<file path="config.mk">
export PLATFORM = sky130hd
export DESIGN_NAME = chain_block_segment_splitter
export DESIGN_NICKNAME = d
export VERILOG_FILES = /design/src/rtl/cbss_pkg.sv /design/src/rtl/cbss_seg.sv /design/src/rtl/chain_block_segment_splitter.sv
export SDC_FILE = /design/constraint.sdc
export NUM_CORES = 2
export LEC_CHECK = 0
export BUFFER_PORTS_ARGS = -buffer_cell sky130_fd_sc_hd__clkbuf_2
export CORE_AREA = 3 3 275 277
export DETAILED_ROUTE_END_ITERATION = 8
export DIE_AREA = 0 0 278 280
export PLACE_DENSITY = 0.82
export SLEW_MARGIN = 20
export SYNTH_ARGS = -nofsm -noshare
export SYNTH_HDL_FRONTEND = slang
export SYNTH_SLANG_ARGS = --single-unit
</file>
<file path="constraint.sdc">
create_clock -name clk -period 27.9 [get_ports clk]
set_input_delay 2.79 -clock clk [delete_from_list [all_inputs] [get_ports clk]]
set_output_delay 2.79 -clock clk [all_outputs]
set_load 0.02 [all_outputs]
</file>
<file path="src/rtl/cbss_pkg.sv">
package cbss_pkg;

  // Default running coordinate width
  localparam int COORD_WIDTH_DEF = 32;

  // Fixed field widths
  localparam int FIELD_W  = 31;
  localparam int QOUT_W   = 32;
  localparam int TAG_W    = 8;
  localparam int CFG_IDX_W = 2;

  // Configuration register indexes
  localparam logic [CFG_IDX_W-1:0] CFG_MIN_ALIGN_SIZE = 2'd0;
  localparam logic [CFG_IDX_W-1:0] CFG_TARGET_SPECIES = 2'd1;
  localparam logic [CFG_IDX_W-1:0] CFG_QUERY_SPECIES  = 2'd2;

  // Reset values of the configuration registers
  localparam logic [FIELD_W-1:0] MIN_ALIGN_RESET      = '0;
  localparam logic [TAG_W-1:0]   TARGET_SPECIES_RESET = 8'd0;
  localparam logic [TAG_W-1:0]   QUERY_SPECIES_RESET  = 8'd1;

  // Record kinds
  localparam logic ACT_HEADER = 1'b0;
  localparam logic ACT_BLOCK  = 1'b1;

  // One input record
  typedef struct packed {
    logic               action;
    logic [FIELD_W-1:0] target_start;
    logic [FIELD_W-1:0] target_stop;
    logic [FIELD_W-1:0] query_start;
    logic [FIELD_W-1:0] query_stop;
    logic [FIELD_W-1:0] query_size;
    logic               minus_strand;
    logic [FIELD_W-1:0] chain_number;
    logic [FIELD_W-1:0] match_len;
    logic [FIELD_W-1:0] target_gap;
    logic [FIELD_W-1:0] query_gap;
    logic               has_gaps;
  } in_item_t;

  // Geometry of one emitted segment
  typedef struct packed {
    logic [FIELD_W-1:0]       segment_chain;
    logic [FIELD_W-1:0]       segment_index;
    logic [FIELD_W-1:0]       target_begin;
    logic [FIELD_W-1:0]       target_end;
    logic signed [QOUT_W-1:0] query_begin;
    logic signed [QOUT_W-1:0] query_end;
    logic                     segment_minus;
    logic                     end_mismatch;
  } seg_result_t;

endpackage

</file>
<file path="src/rtl/cbss_seg.sv">
module cbss_seg #(
  parameter int COORD_WIDTH = cbss_pkg::COORD_WIDTH_DEF
) (
  input  logic                           clk,
  input  logic                           rst_n,
  input  logic                           go,
  input  cbss_pkg::in_item_t             item,
  input  logic [cbss_pkg::FIELD_W-1:0]   min_align_size,
  output logic                           emit,
  output cbss_pkg::seg_result_t          result
);

  localparam int CW = COORD_WIDTH;
  localparam int SW = cbss_pkg::FIELD_W + 2;

  // Chain state
  logic                         active_r, active_nxt;
  logic [CW-1:0]                rtb_r, rtb_nxt;
  logic [CW-1:0]                rte_r, rte_nxt;
  logic [CW-1:0]                rqb_r, rqb_nxt;
  logic [CW-1:0]                rqe_r, rqe_nxt;
  logic [CW-1:0]                exp_te_r, exp_te_nxt;
  logic [CW-1:0]                exp_qe_r, exp_qe_nxt;
  logic [CW-1:0]                qsize_r, qsize_nxt;
  logic                         minus_r, minus_nxt;
  logic [cbss_pkg::FIELD_W-1:0] chain_r, chain_nxt;
  logic [CW-1:0]                cnt_r, cnt_nxt;

  // Header span test on exact signed differences
  logic signed [SW-1:0] tspan, qspan, span;
  logic                 span_ok;

  assign tspan   = $signed({2'b00, item.target_stop}) - $signed({2'b00, item.target_start});
  assign qspan   = $signed({2'b00, item.query_stop}) - $signed({2'b00, item.query_start});
  assign span    = (tspan < qspan) ? tspan : qspan;
  assign span_ok = span >= $signed({2'b00, min_align_size});

  // Block arithmetic
  logic [CW-1:0] match_c, tgap_c, qgap_c;
  logic [CW-1:0] te1, qe1, tsum, qsum;
  logic [CW-1:0] qb_c, qend_c;
  logic          two_sided;

  assign match_c   = CW'(item.match_len);
  assign tgap_c    = item.has_gaps ? CW'(item.target_gap) : '0;
  assign qgap_c    = item.has_gaps ? CW'(item.query_gap) : '0;
  assign te1       = rte_r + match_c;
  assign qe1       = rqe_r + match_c;
  assign tsum      = te1 + tgap_c;
  assign qsum      = qe1 + qgap_c;
  assign two_sided = (item.target_gap != '0) && (item.query_gap != '0);

  // Query coordinates back on the forward strand
  assign qb_c   = minus_r ? (qsize_r - qe1) : rqb_r;
  assign qend_c = minus_r ? (qsize_r - rqb_r) : qe1;

  always_comb begin
    result.segment_chain = chain_r;
    result.segment_index = cbss_pkg::FIELD_W'(cnt_r);
    result.target_begin  = cbss_pkg::FIELD_W'(rtb_r);
    result.target_end    = cbss_pkg::FIELD_W'(te1);
    result.query_begin   = cbss_pkg::QOUT_W'(signed'(qb_c));
    result.query_end     = cbss_pkg::QOUT_W'(signed'(qend_c));
    result.segment_minus = minus_r;
    result.end_mismatch  = !item.has_gaps && ((te1 != exp_te_r) || (qe1 != exp_qe_r));
  end

  // Next state
  always_comb begin
    active_nxt = active_r;
    rtb_nxt    = rtb_r;
    rte_nxt    = rte_r;
    rqb_nxt    = rqb_r;
    rqe_nxt    = rqe_r;
    exp_te_nxt = exp_te_r;
    exp_qe_nxt = exp_qe_r;
    qsize_nxt  = qsize_r;
    minus_nxt  = minus_r;
    chain_nxt  = chain_r;
    cnt_nxt    = cnt_r;
    emit       = 1'b0;
    if (go) begin
      if (item.action == cbss_pkg::ACT_HEADER) begin
        active_nxt = span_ok && (item.chain_number != '0);
        cnt_nxt    = CW'(1);
        exp_te_nxt = CW'(item.target_stop);
        exp_qe_nxt = CW'(item.query_stop);
        if (span_ok && (item.chain_number != '0)) begin
          chain_nxt = item.chain_number;
          minus_nxt = item.minus_strand;
          qsize_nxt = CW'(item.query_size);
          rtb_nxt   = CW'(item.target_start);
          rte_nxt   = CW'(item.target_start);
          rqb_nxt   = CW'(item.query_start);
          rqe_nxt   = CW'(item.query_start);
        end
      end else if (active_r) begin
        rte_nxt = tsum;
        rqe_nxt = qsum;
        if (!item.has_gaps || two_sided) begin
          // segment closes here
          emit    = 1'b1;
          cnt_nxt = cnt_r + CW'(1);
          rtb_nxt = tsum;
          rqb_nxt = qsum;
        end
      end
    end
  end

  always_ff @(posedge clk) begin
    if (!rst_n) begin
      active_r <= 1'b0;
      rtb_r    <= '0;
      rte_r    <= '0;
      rqb_r    <= '0;
      rqe_r    <= '0;
      exp_te_r <= '0;
      exp_qe_r <= '0;
      qsize_r  <= '0;
      minus_r  <= 1'b0;
      chain_r  <= '0;
      cnt_r    <= CW'(1);
    end else begin
      active_r <= active_nxt;
      rtb_r    <= rtb_nxt;
      rte_r    <= rte_nxt;
      rqb_r    <= rqb_nxt;
      rqe_r    <= rqe_nxt;
      exp_te_r <= exp_te_nxt;
      exp_qe_r <= exp_qe_nxt;
      qsize_r  <= qsize_nxt;
      minus_r  <= minus_nxt;
      chain_r  <= chain_nxt;
      cnt_r    <= cnt_nxt;
    end
  end

endmodule

</file>
<file path="src/rtl/chain_block_segment_splitter.sv">
// Channel   Direction  Handshake          Payload
// in_       input      in_valid/in_stall   one chain header or block record
// out_      output     out_valid/out_stall one closed segment
// cfg_      input      cfg_we              min size, target and query species
//
// One record per cycle sustained unless the output stalls. A record sits in the
// input register; as it leaves, the chain state and result register update, so a
// segment follows its closing block through both registers. Synchronous active-low
// reset clears the chain state and the valid flags. in_stall rises only while the
// input register holds a record and the result register is full and stalled.
module chain_block_segment_splitter #(
  parameter int COORD_WIDTH = cbss_pkg::COORD_WIDTH_DEF
) (
  input  logic                             clk,
  input  logic                             rst_n,

  input  logic                             in_valid,
  output logic                             in_stall,
  input  logic                             in_action,
  input  logic [cbss_pkg::FIELD_W-1:0]     in_target_start,
  input  logic [cbss_pkg::FIELD_W-1:0]     in_target_stop,
  input  logic [cbss_pkg::FIELD_W-1:0]     in_query_start,
  input  logic [cbss_pkg::FIELD_W-1:0]     in_query_stop,
  input  logic [cbss_pkg::FIELD_W-1:0]     in_query_size,
  input  logic                             in_minus_strand,
  input  logic [cbss_pkg::FIELD_W-1:0]     in_chain_number,
  input  logic [cbss_pkg::FIELD_W-1:0]     in_match_len,
  input  logic [cbss_pkg::FIELD_W-1:0]     in_target_gap,
  input  logic [cbss_pkg::FIELD_W-1:0]     in_query_gap,
  input  logic                             in_has_gaps,

  output logic                             out_valid,
  input  logic                             out_stall,
  output logic [cbss_pkg::FIELD_W-1:0]     out_segment_chain,
  output logic [cbss_pkg::FIELD_W-1:0]     out_segment_index,
  output logic [cbss_pkg::FIELD_W-1:0]     out_target_begin,
  output logic [cbss_pkg::FIELD_W-1:0]     out_target_end,
  output logic signed [cbss_pkg::QOUT_W-1:0] out_query_begin,
  output logic signed [cbss_pkg::QOUT_W-1:0] out_query_end,
  output logic                             out_segment_minus,
  output logic [cbss_pkg::TAG_W-1:0]       out_target_tag,
  output logic [cbss_pkg::TAG_W-1:0]       out_query_tag,
  output logic                             out_end_mismatch,

  input  logic                             cfg_we,
  input  logic [cbss_pkg::CFG_IDX_W-1:0]   cfg_index,
  input  logic [cbss_pkg::FIELD_W-1:0]     cfg_data
);

  // Configuration registers
  logic [cbss_pkg::FIELD_W-1:0] min_align_r;
  logic [cbss_pkg::TAG_W-1:0]   tspecies_r;
  logic [cbss_pkg::TAG_W-1:0]   qspecies_r;

  always_ff @(posedge clk) begin
    if (!rst_n) begin
      min_align_r <= cbss_pkg::MIN_ALIGN_RESET;
      tspecies_r  <= cbss_pkg::TARGET_SPECIES_RESET;
      qspecies_r  <= cbss_pkg::QUERY_SPECIES_RESET;
    end else if (cfg_we) begin
      unique case (cfg_index)
        cbss_pkg::CFG_MIN_ALIGN_SIZE: min_align_r <= cfg_data;
        cbss_pkg::CFG_TARGET_SPECIES: tspecies_r  <= cfg_data[cbss_pkg::TAG_W-1:0];
        cbss_pkg::CFG_QUERY_SPECIES:  qspecies_r  <= cfg_data[cbss_pkg::TAG_W-1:0];
        default: ;
      endcase
    end
  end

  // Input register
  cbss_pkg::in_item_t item_r;
  logic               item_valid_r;
  logic               advance;
  logic               take;

  assign advance  = !(out_valid && out_stall);
  assign in_stall = item_valid_r && !advance;
  assign take     = in_valid && !in_stall;

  always_ff @(posedge clk) begin
    if (!rst_n) begin
      item_valid_r <= 1'b0;
    end else if (!item_valid_r || advance) begin
      item_valid_r <= in_valid;
    end
  end

  always_ff @(posedge clk) begin
    if (take) begin
      item_r.action       <= in_action;
      item_r.target_start <= in_target_start;
      item_r.target_stop  <= in_target_stop;
      item_r.query_start  <= in_query_start;
      item_r.query_stop   <= in_query_stop;
      item_r.query_size   <= in_query_size;
      item_r.minus_strand <= in_minus_strand;
      item_r.chain_number <= in_chain_number;
      item_r.match_len    <= in_match_len;
      item_r.target_gap   <= in_target_gap;
      item_r.query_gap    <= in_query_gap;
      item_r.has_gaps     <= in_has_gaps;
    end
  end

  // Segment datapath and chain state
  logic                  emit;
  cbss_pkg::seg_result_t seg;

  cbss_seg #(
    .COORD_WIDTH(COORD_WIDTH)
  ) u_seg (
    .clk           (clk),
    .rst_n         (rst_n),
    .go            (item_valid_r && advance),
    .item          (item_r),
    .min_align_size(min_align_r),
    .emit          (emit),
    .result        (seg)
  );

  // Result register
  logic                  out_valid_r;
  cbss_pkg::seg_result_t res_r;
  logic [cbss_pkg::TAG_W-1:0] ttag_r;
  logic [cbss_pkg::TAG_W-1:0] qtag_r;

  always_ff @(posedge clk) begin
    if (!rst_n) begin
      out_valid_r <= 1'b0;
    end else if (advance) begin
      out_valid_r <= emit;
    end
  end

  always_ff @(posedge clk) begin
    if (advance && emit) begin
      res_r  <= seg;
      ttag_r <= tspecies_r;
      qtag_r <= qspecies_r;
    end
  end

  assign out_valid         = out_valid_r;
  assign out_segment_chain = res_r.segment_chain;
  assign out_segment_index = res_r.segment_index;
  assign out_target_begin  = res_r.target_begin;
  assign out_target_end    = res_r.target_end;
  assign out_query_begin   = res_r.query_begin;
  assign out_query_end     = res_r.query_end;
  assign out_segment_minus = res_r.segment_minus;
  assign out_target_tag    = ttag_r;
  assign out_query_tag     = qtag_r;
  assign out_end_mismatch  = res_r.end_mismatch;

endmodule

</file>
After elaboration in Yosys (flattened, before gate mapping)
Index checks and enable logic that the tools add are counted.
{ "word_totals": {"wordCells": 108, "inputBits": 320, "output_inout_bits": 208, "ff_bits": 822} }
{ "classes": {"add_sub_neg": 9, "n_bitwise": 1, "muxes": 24, "eq_ne": 6, "n_reduce_logical": 28, "n_lt_le_gt_ge": 2} }
{ "op_table": {"columns": ["operator", "n"], "rows": [
  ["2-to-1 mux 32 bit", 14],
  ["2-to-1 mux 31 bit", 5],
  ["adder 32 x 31 -> 32 bit", 3],
  ["nonzero test 31 bit", 3],
  ["!= test 32 x 31 -> 1 bit", 2],
  ["subtractor 31 x 31 -> 32 bit", 2],
  ["subtractor 31 x 32 -> 32 bit", 2],
  [">= comparator 33 x 32 -> 1 bit", 1],
  ["< comparator 33 bit", 1],
  ["2-to-1 mux 33 bit", 1],
  ["adder 32 x 1 -> 32 bit (second input constant)", 1],
  ["adder 32 bit", 1],
  ["AND reduction 3 bit", 3],
  ["logical AND 1 bit", 8],
  ["AND reduction 2 bit", 4],
  ["zero test 1 bit", 4],
  ["2-to-1 mux 1 bit", 4],
  ["!= test 2 x 1 -> 1 bit (second input constant)", 2],
  ["AND reduction 4 bit", 1],
  ["logical OR 1 bit", 3],
  ["== test 2 x 1 -> 1 bit (second input constant)", 1],
  ["== test 2 bit (second input constant)", 1],
  ["zero test 2 bit", 1],
  ["nonzero test 2 bit", 1],
  ["inverter 1 bit", 1]
]} }

Logic depth before layout (Yosys ltp)
{ "depth": {"depth_word": 8, "mapped_depth": 42, "depth_no_buf": 38} }

Modules after synthesis
Synthesis repeated with hierarchy kept, for this count alone.
{ "hier_totals": {"hier_cells": 4514, "area_unflattened_um2": 45123.3} }
{ "modules_own_cells": {"columns": ["module", "instances", "seq_area_each_um2", "cells_each", "area_per_inst_um2"], "rows": [
  ["cbss_seg", 1, 5685.5, 3827, 28542.4],
  ["chain_block_segment_splitter", 1, 15635.0, 687, 16580.9]
]} }

Worst setup path after synthesis
No wires, ideal clock.
{ "synth_path": {"kind": "input port to flip-flop", "startpoint": "input port out_stall", "endpoint": "register item_r[0] in the netlist's numbering (enable)", "n_path_buf": 0, "required_ps": 26943, "path_stages": 2, "setup_ps": 957, "setup_slack_ps": 11575, "arrival_ps": 15368, "cell_sequence": "and3_1 -> nor2b_1"} }
{ "synth_between": {"elab_chain_cells": 4} }
{ "synth_lines": {"columns": ["item", "line_no", "text"], "rows": [
  ["from (decl)", "chain_block_segment_splitter.sv:33", "input logic out_stall,"],
  ["logical AND 1 bit", "chain_block_segment_splitter.sv:76", "assign advance = !(out_valid && out_stall);"],
  ["logical AND 1 bit", "chain_block_segment_splitter.sv:77", "assign in_stall = item_valid_r && !advance;"],
  ["zero test 1 bit", "chain_block_segment_splitter.sv:78", "assign take = in_valid && !in_stall;"],
  ["logical AND 1 bit", "chain_block_segment_splitter.sv:78", null],
  ["via take", "chain_block_segment_splitter.sv:74", "logic take;"],
  ["to (decl)", "chain_block_segment_splitter.sv:71", "cbss_pkg::in_item_t item_r;"]
]} }
The timed path passes the listed nets, and every way through them passes these cells.
A chain may end at the register's enable or synchronous reset.

Worst setup path after layout
{ "layout_path": {"startpoint": "register item_r[157] in the netlist's numbering", "endpoint": "register u_seg.qsize_r[19]"} }
{ "layout_between": {"elab_chain_cells": 6} }
{ "layout_lines": {"columns": ["item", "line_no", "text"], "rows": [
  ["subtractor 31 x 31 -> 32 bit *", "cbss_seg.sv:34", "assign qspan = $signed({2'b00, item.query_stop}) - $signed({2'b00, item.query_start});"],
  ["< comparator 33 bit", "cbss_seg.sv:35", "assign span = (tspan < qspan) ? tspan : qspan;"],
  ["2-to-1 mux 33 bit *", "cbss_seg.sv:35", null],
  [">= comparator 33 x 32 -> 1 bit *", "cbss_seg.sv:36", "assign span_ok = span >= $signed({2'b00, min_align_size});"],
  ["logical AND 1 bit *", "cbss_seg.sv:88", "if (span_ok && (item.chain_number != '0)) begin"],
  ["AND reduction 3 bit (no source line) *", null, null],
  ["to (signal assigned)", "cbss_seg.sv:132", "qsize_r <= qsize_nxt;"],
  ["to (decl)", "cbss_seg.sv:24", "logic [CW-1:0] qsize_r, qsize_nxt;"]
]} }
Every way passes the cells marked *; elsewhere a longest branch is shown, timed or not.

==> results.sh <==
export IMPL_status="finished clean"
export IMPL_n_fill_cell=5581
export IMPL_placedCellCount=5784
export IMPL_powerDensity_mw_per_mm2=78.0
export IMPL_ctsRootBufferMaster="clkbuf_16"
export IMPL_finish_net_count=5550
export IMPL_dp_hpwl_mm=110
export IMPL_synthCells=4463
export IMPL_route_met2_wl_mm=66.9
export IMPL_num_vias=37008
export IMPL_fin_util_pct=69.5
export IMPL_p_comb_share_pct=34.4
export IMPL_yosysWarnings=0
export IMPL_synth_nets=5101
export IMPL_p_int_mw=2.57
export IMPL_place_congestion=0.996
export IMPL_cts_hold_buffers=0
export IMPL_avgSynthCellArea_um2=9.98
export IMPL_grt_overflow_total=0
export IMPL_ant_nets=0
export IMPL_synth_most_common_cell="edfxtp_1"
export IMPL_critPathMaxStageDelay_ns=0.87
export IMPL_wl_mm=143
export IMPL_initial_core_util_pct=61.0
export IMPL_grt_pass1_vias=34812
export IMPL_synth_cell_types=91
export IMPL_ir_drop_uv=52.7
export IMPL_multi_input_area_mm2=0.0216
export IMPL_ys_seq_elements=821
export IMPL_post_cts_buffers=0
export IMPL_drt_wirelength_per_cell_um=24.0
export IMPL_die_width_um=278
export IMPL_design_core_area_mm2=0.0731
export IMPL_ioPinCount=528
export IMPL_stdcell_area_mm2=0.0508
export IMPL_synth_edff_count=488
export IMPL_grt_pass1_wl_mm=210
export IMPL_seq_area_mm2=0.0213
export IMPL_path_clk_slew_ns=0.06
export IMPL_worstPathRequired_ns=28.38
export IMPL_antenna_found_initial=13
export IMPL_fin_worst_skew_ns=0.0369
export IMPL_setup_tns_ns=0
export IMPL_grt_max_degree=170
export IMPL_cp_common_cell="a21o_1"
export IMPL_max_cap_violations=0
export IMPL_worst_pin_slew_ns=1.16
export IMPL_crit_buf_inv=6
export IMPL_async_flop_share_pct=0
export IMPL_die_area_mm2=0.0778
export IMPL_drive_above_1_share_pct=14.9
export IMPL_synth_top_cells_by_count="edfxtp_1 (488), nand2_1 (487), a21oi_1 (368), dfxtp_1 (333), ha_1 (310)"
export IMPL_max_freq_ghz=0.0952
export IMPL_rsz0062_at_grt="no"
export IMPL_syn_area_mm2=0.0445
export IMPL_clock_latency_ns=0.68
export IMPL_synth_area_top_cells="edfxtp_1 (33%), dfxtp_1 (15%), ha_1 (8.7%)"
export IMPL_cts_buffers=85
export IMPL_slew_violations=0
export IMPL_drc=0
export IMPL_dr_wl_met3_mm=12.6
export IMPL_placed_cell_area_mm2=0.0479
export IMPL_ys_seq_area_share_pct=47.9
export IMPL_top_layer="met5"
export IMPL_startpoint_type="register"
export IMPL_via_per_inst=6.22
export IMPL_crit_type="reg2reg"
export IMPL_worstPathMaxFanout=55
export IMPL_track_usage_pct=35.5
export IMPL_dr_pass1_iters=7
export IMPL_arrival_ns=10.98
export IMPL_rows=99
export IMPL_cts_buffer_depth=3
export IMPL_synth_ff_type="edfxtp_1"
export IMPL_die_y_um=280
export IMPL_drtIter0Drc=3917
export IMPL_switchingPower_mw=1.40
export IMPL_worstHoldPathType="reg2reg"
export IMPL_fin_cells=5951
export IMPL_cts_resized=0
export IMPL_slowest_stage="buf_4"
export IMPL_drt_met1_wl_mm=56.4
export IMPL_cts_sinks=821
export IMPL_power_share_switching_pct=35.3
export IMPL_port_buffers=527
export IMPL_crit_family="compound AO/OA/AOI/OAI gates"
export IMPL_areaGrowthSynthToFinish_pct=14.1
export IMPL_max_slew_margin_rel_pct=22.6
export IMPL_setup_viol=0
export IMPL_synth_largest_area_cell="edfxtp_1"
export IMPL_cp_end_kind="register"
export IMPL_hold_viol_final=0
export IMPL_p_leak_nw=21.0
export IMPL_period_needed_ns=10.50
export IMPL_p_clk_share_pct=29.5
export IMPL_cts_tree="built"
export IMPL_period_share_pct=37.6
export IMPL_sequentialPowerShare_pct=36.0
export IMPL_hold_ws_ns=0.422
export IMPL_cts_htree_levels=3
export IMPL_synth_top_cell_area_share_pct=32.9
==> kinds of logic after synthesis <==
kind of cell | Yosys count | share of synthesized area, %
compound gates | 1101 | 15.6
xor+xnor | 276 | 5.58
mux | 161 | 3.64
buf+inv | 428 | 3.80
fa+ha+maj | 318 | 9.07
simple gates | 1358 | 14.4
flops | 821 | 47.9
==> stage by stage <==
| step | setup WS [ns] | total power [mW] |
|---|---|---|
| floorplan | 11.58 | 2.41 |
| global placement | 17.90 | 2.76 |
| detailed placement | 17.62 | 2.78 |
| CTS | 17.51 | 3.94 |
| global route | 16.54 | 4.15 |
| finish | 17.40 | 3.96 |
==> worst register-to-register path: cells and delay by family (launching register included) <==
family                   cells  cell delay, ns
AO/OA/AOI/OAI               22            4.86
XOR/XNOR                     2            0.56
adder cells (fa/ha/maj)      4            1.17
buffers and inverters        6            2.11
flip-flops                   1            0.40
multiplexers                 2            0.73
AND/OR/NAND/NOR              4            0.45
==> registers in the layout, summed over array words and instances (netlist names), 32 cells and up <==
signal	count
item_r	282
u_seg.rqe_r	32
u_seg.rqb_r	32
out_query_begin	32
u_seg.rte_r	32
out_query_end	32
==> power by group through the flow <==
stage	combinational (mW)	sequential [mW]	clock (mW)
3_3_place_gp	1.31	1.45	0
6_report	1.37	1.43	1.17
2_1_floorplan	0.976	1.43	0
3_5_place_dp	1.32	1.45	0
5_1_grt	1.49	1.43	1.23
4_1_cts	1.34	1.43	1.18
==> routing by layer <==
| layer | global-route usage, % | up-vias |
|---|---|---|
| met1 | 46.5 | 17714 |
| met5 | 0 | - |
| met3 | 6.61 | 330 |
| li1 | - | 17152 |
| met2 | 58.1 | 1808 |
| met4 | 15.2 | 4 |
==> cells in the final DEF, fill, tap and decap left out, types with 11 or more instances in the layout <==
| master | netlist | final |
|---|---|---|
| and4_1 | 20 | 20 |
| xor2_1 | 119 | 118 |
| nand3_1 | 66 | 65 |
| clkinv_1 | 2 | 13 |
| xnor2_1 | 152 | 152 |
| clkbuf_16 | 0 | 85 |
| a211oi_1 | 84 | 84 |
| buf_4 | 13 | 22 |
| and2_1 | 79 | 79 |
| and3_1 | 29 | 28 |
| o21a_1 | 46 | 45 |
| nor4_1 | 38 | 38 |
| o21bai_1 | 25 | 25 |
| a2111oi_0 | 11 | 11 |
| nor2b_1 | 34 | 33 |
| a211o_1 | 12 | 12 |
| nand4_1 | 48 | 48 |
| o21ai_0 | 229 | 229 |
| nor2_1 | 267 | 266 |
| dfxtp_1 | 333 | 332 |
| nor3_1 | 179 | 179 |
| or2_2 | 14 | 14 |
| nand2_1 | 487 | 487 |
| clkinv_2 | 0 | 12 |
| a21oi_1 | 368 | 367 |
| a21o_1 | 111 | 111 |
| o31ai_1 | 13 | 13 |
| clkbuf_1 | 153 | 15 |
| mux2i_1 | 152 | 152 |
| o211ai_1 | 20 | 20 |
| nand2b_1 | 28 | 28 |
| clkbuf_2 | 0 | 526 |
| or3_1 | 28 | 28 |
| a21boi_0 | 12 | 12 |
| edfxtp_1 | 488 | 488 |
| inv_1 | 237 | 237 |
| a31oi_1 | 33 | 33 |
| ha_1 | 310 | 310 |
==> cell type report <==
class / count / share of cell area (%)
diodes: 7 / 0.0345
clock buffers: 109 / 4.54
clock inverters: 51 / 1.22
inverters: 241 / 1.79
multi-input cells: 3214 / 42.5
flip-flops and latches: 821 / 42.0
well taps: 959 / 2.36
repair buffers: 549 / 5.54
==> path summary, 6_finish.rpt <==
kind	startpoint	endpoint	slack, ns	cells past startpoint
max reg2reg	item_r[157]	u_seg.qsize_r[19]	17.40	40
min	u_seg.rtb_r[9]	out_target_begin[9]	0.42	0
min reg2reg	u_seg.rtb_r[9]	out_target_begin[9]	0.42	0
max	item_r[157]	u_seg.qsize_r[19]	17.40	40
Power figures use the tool's default switching activity.
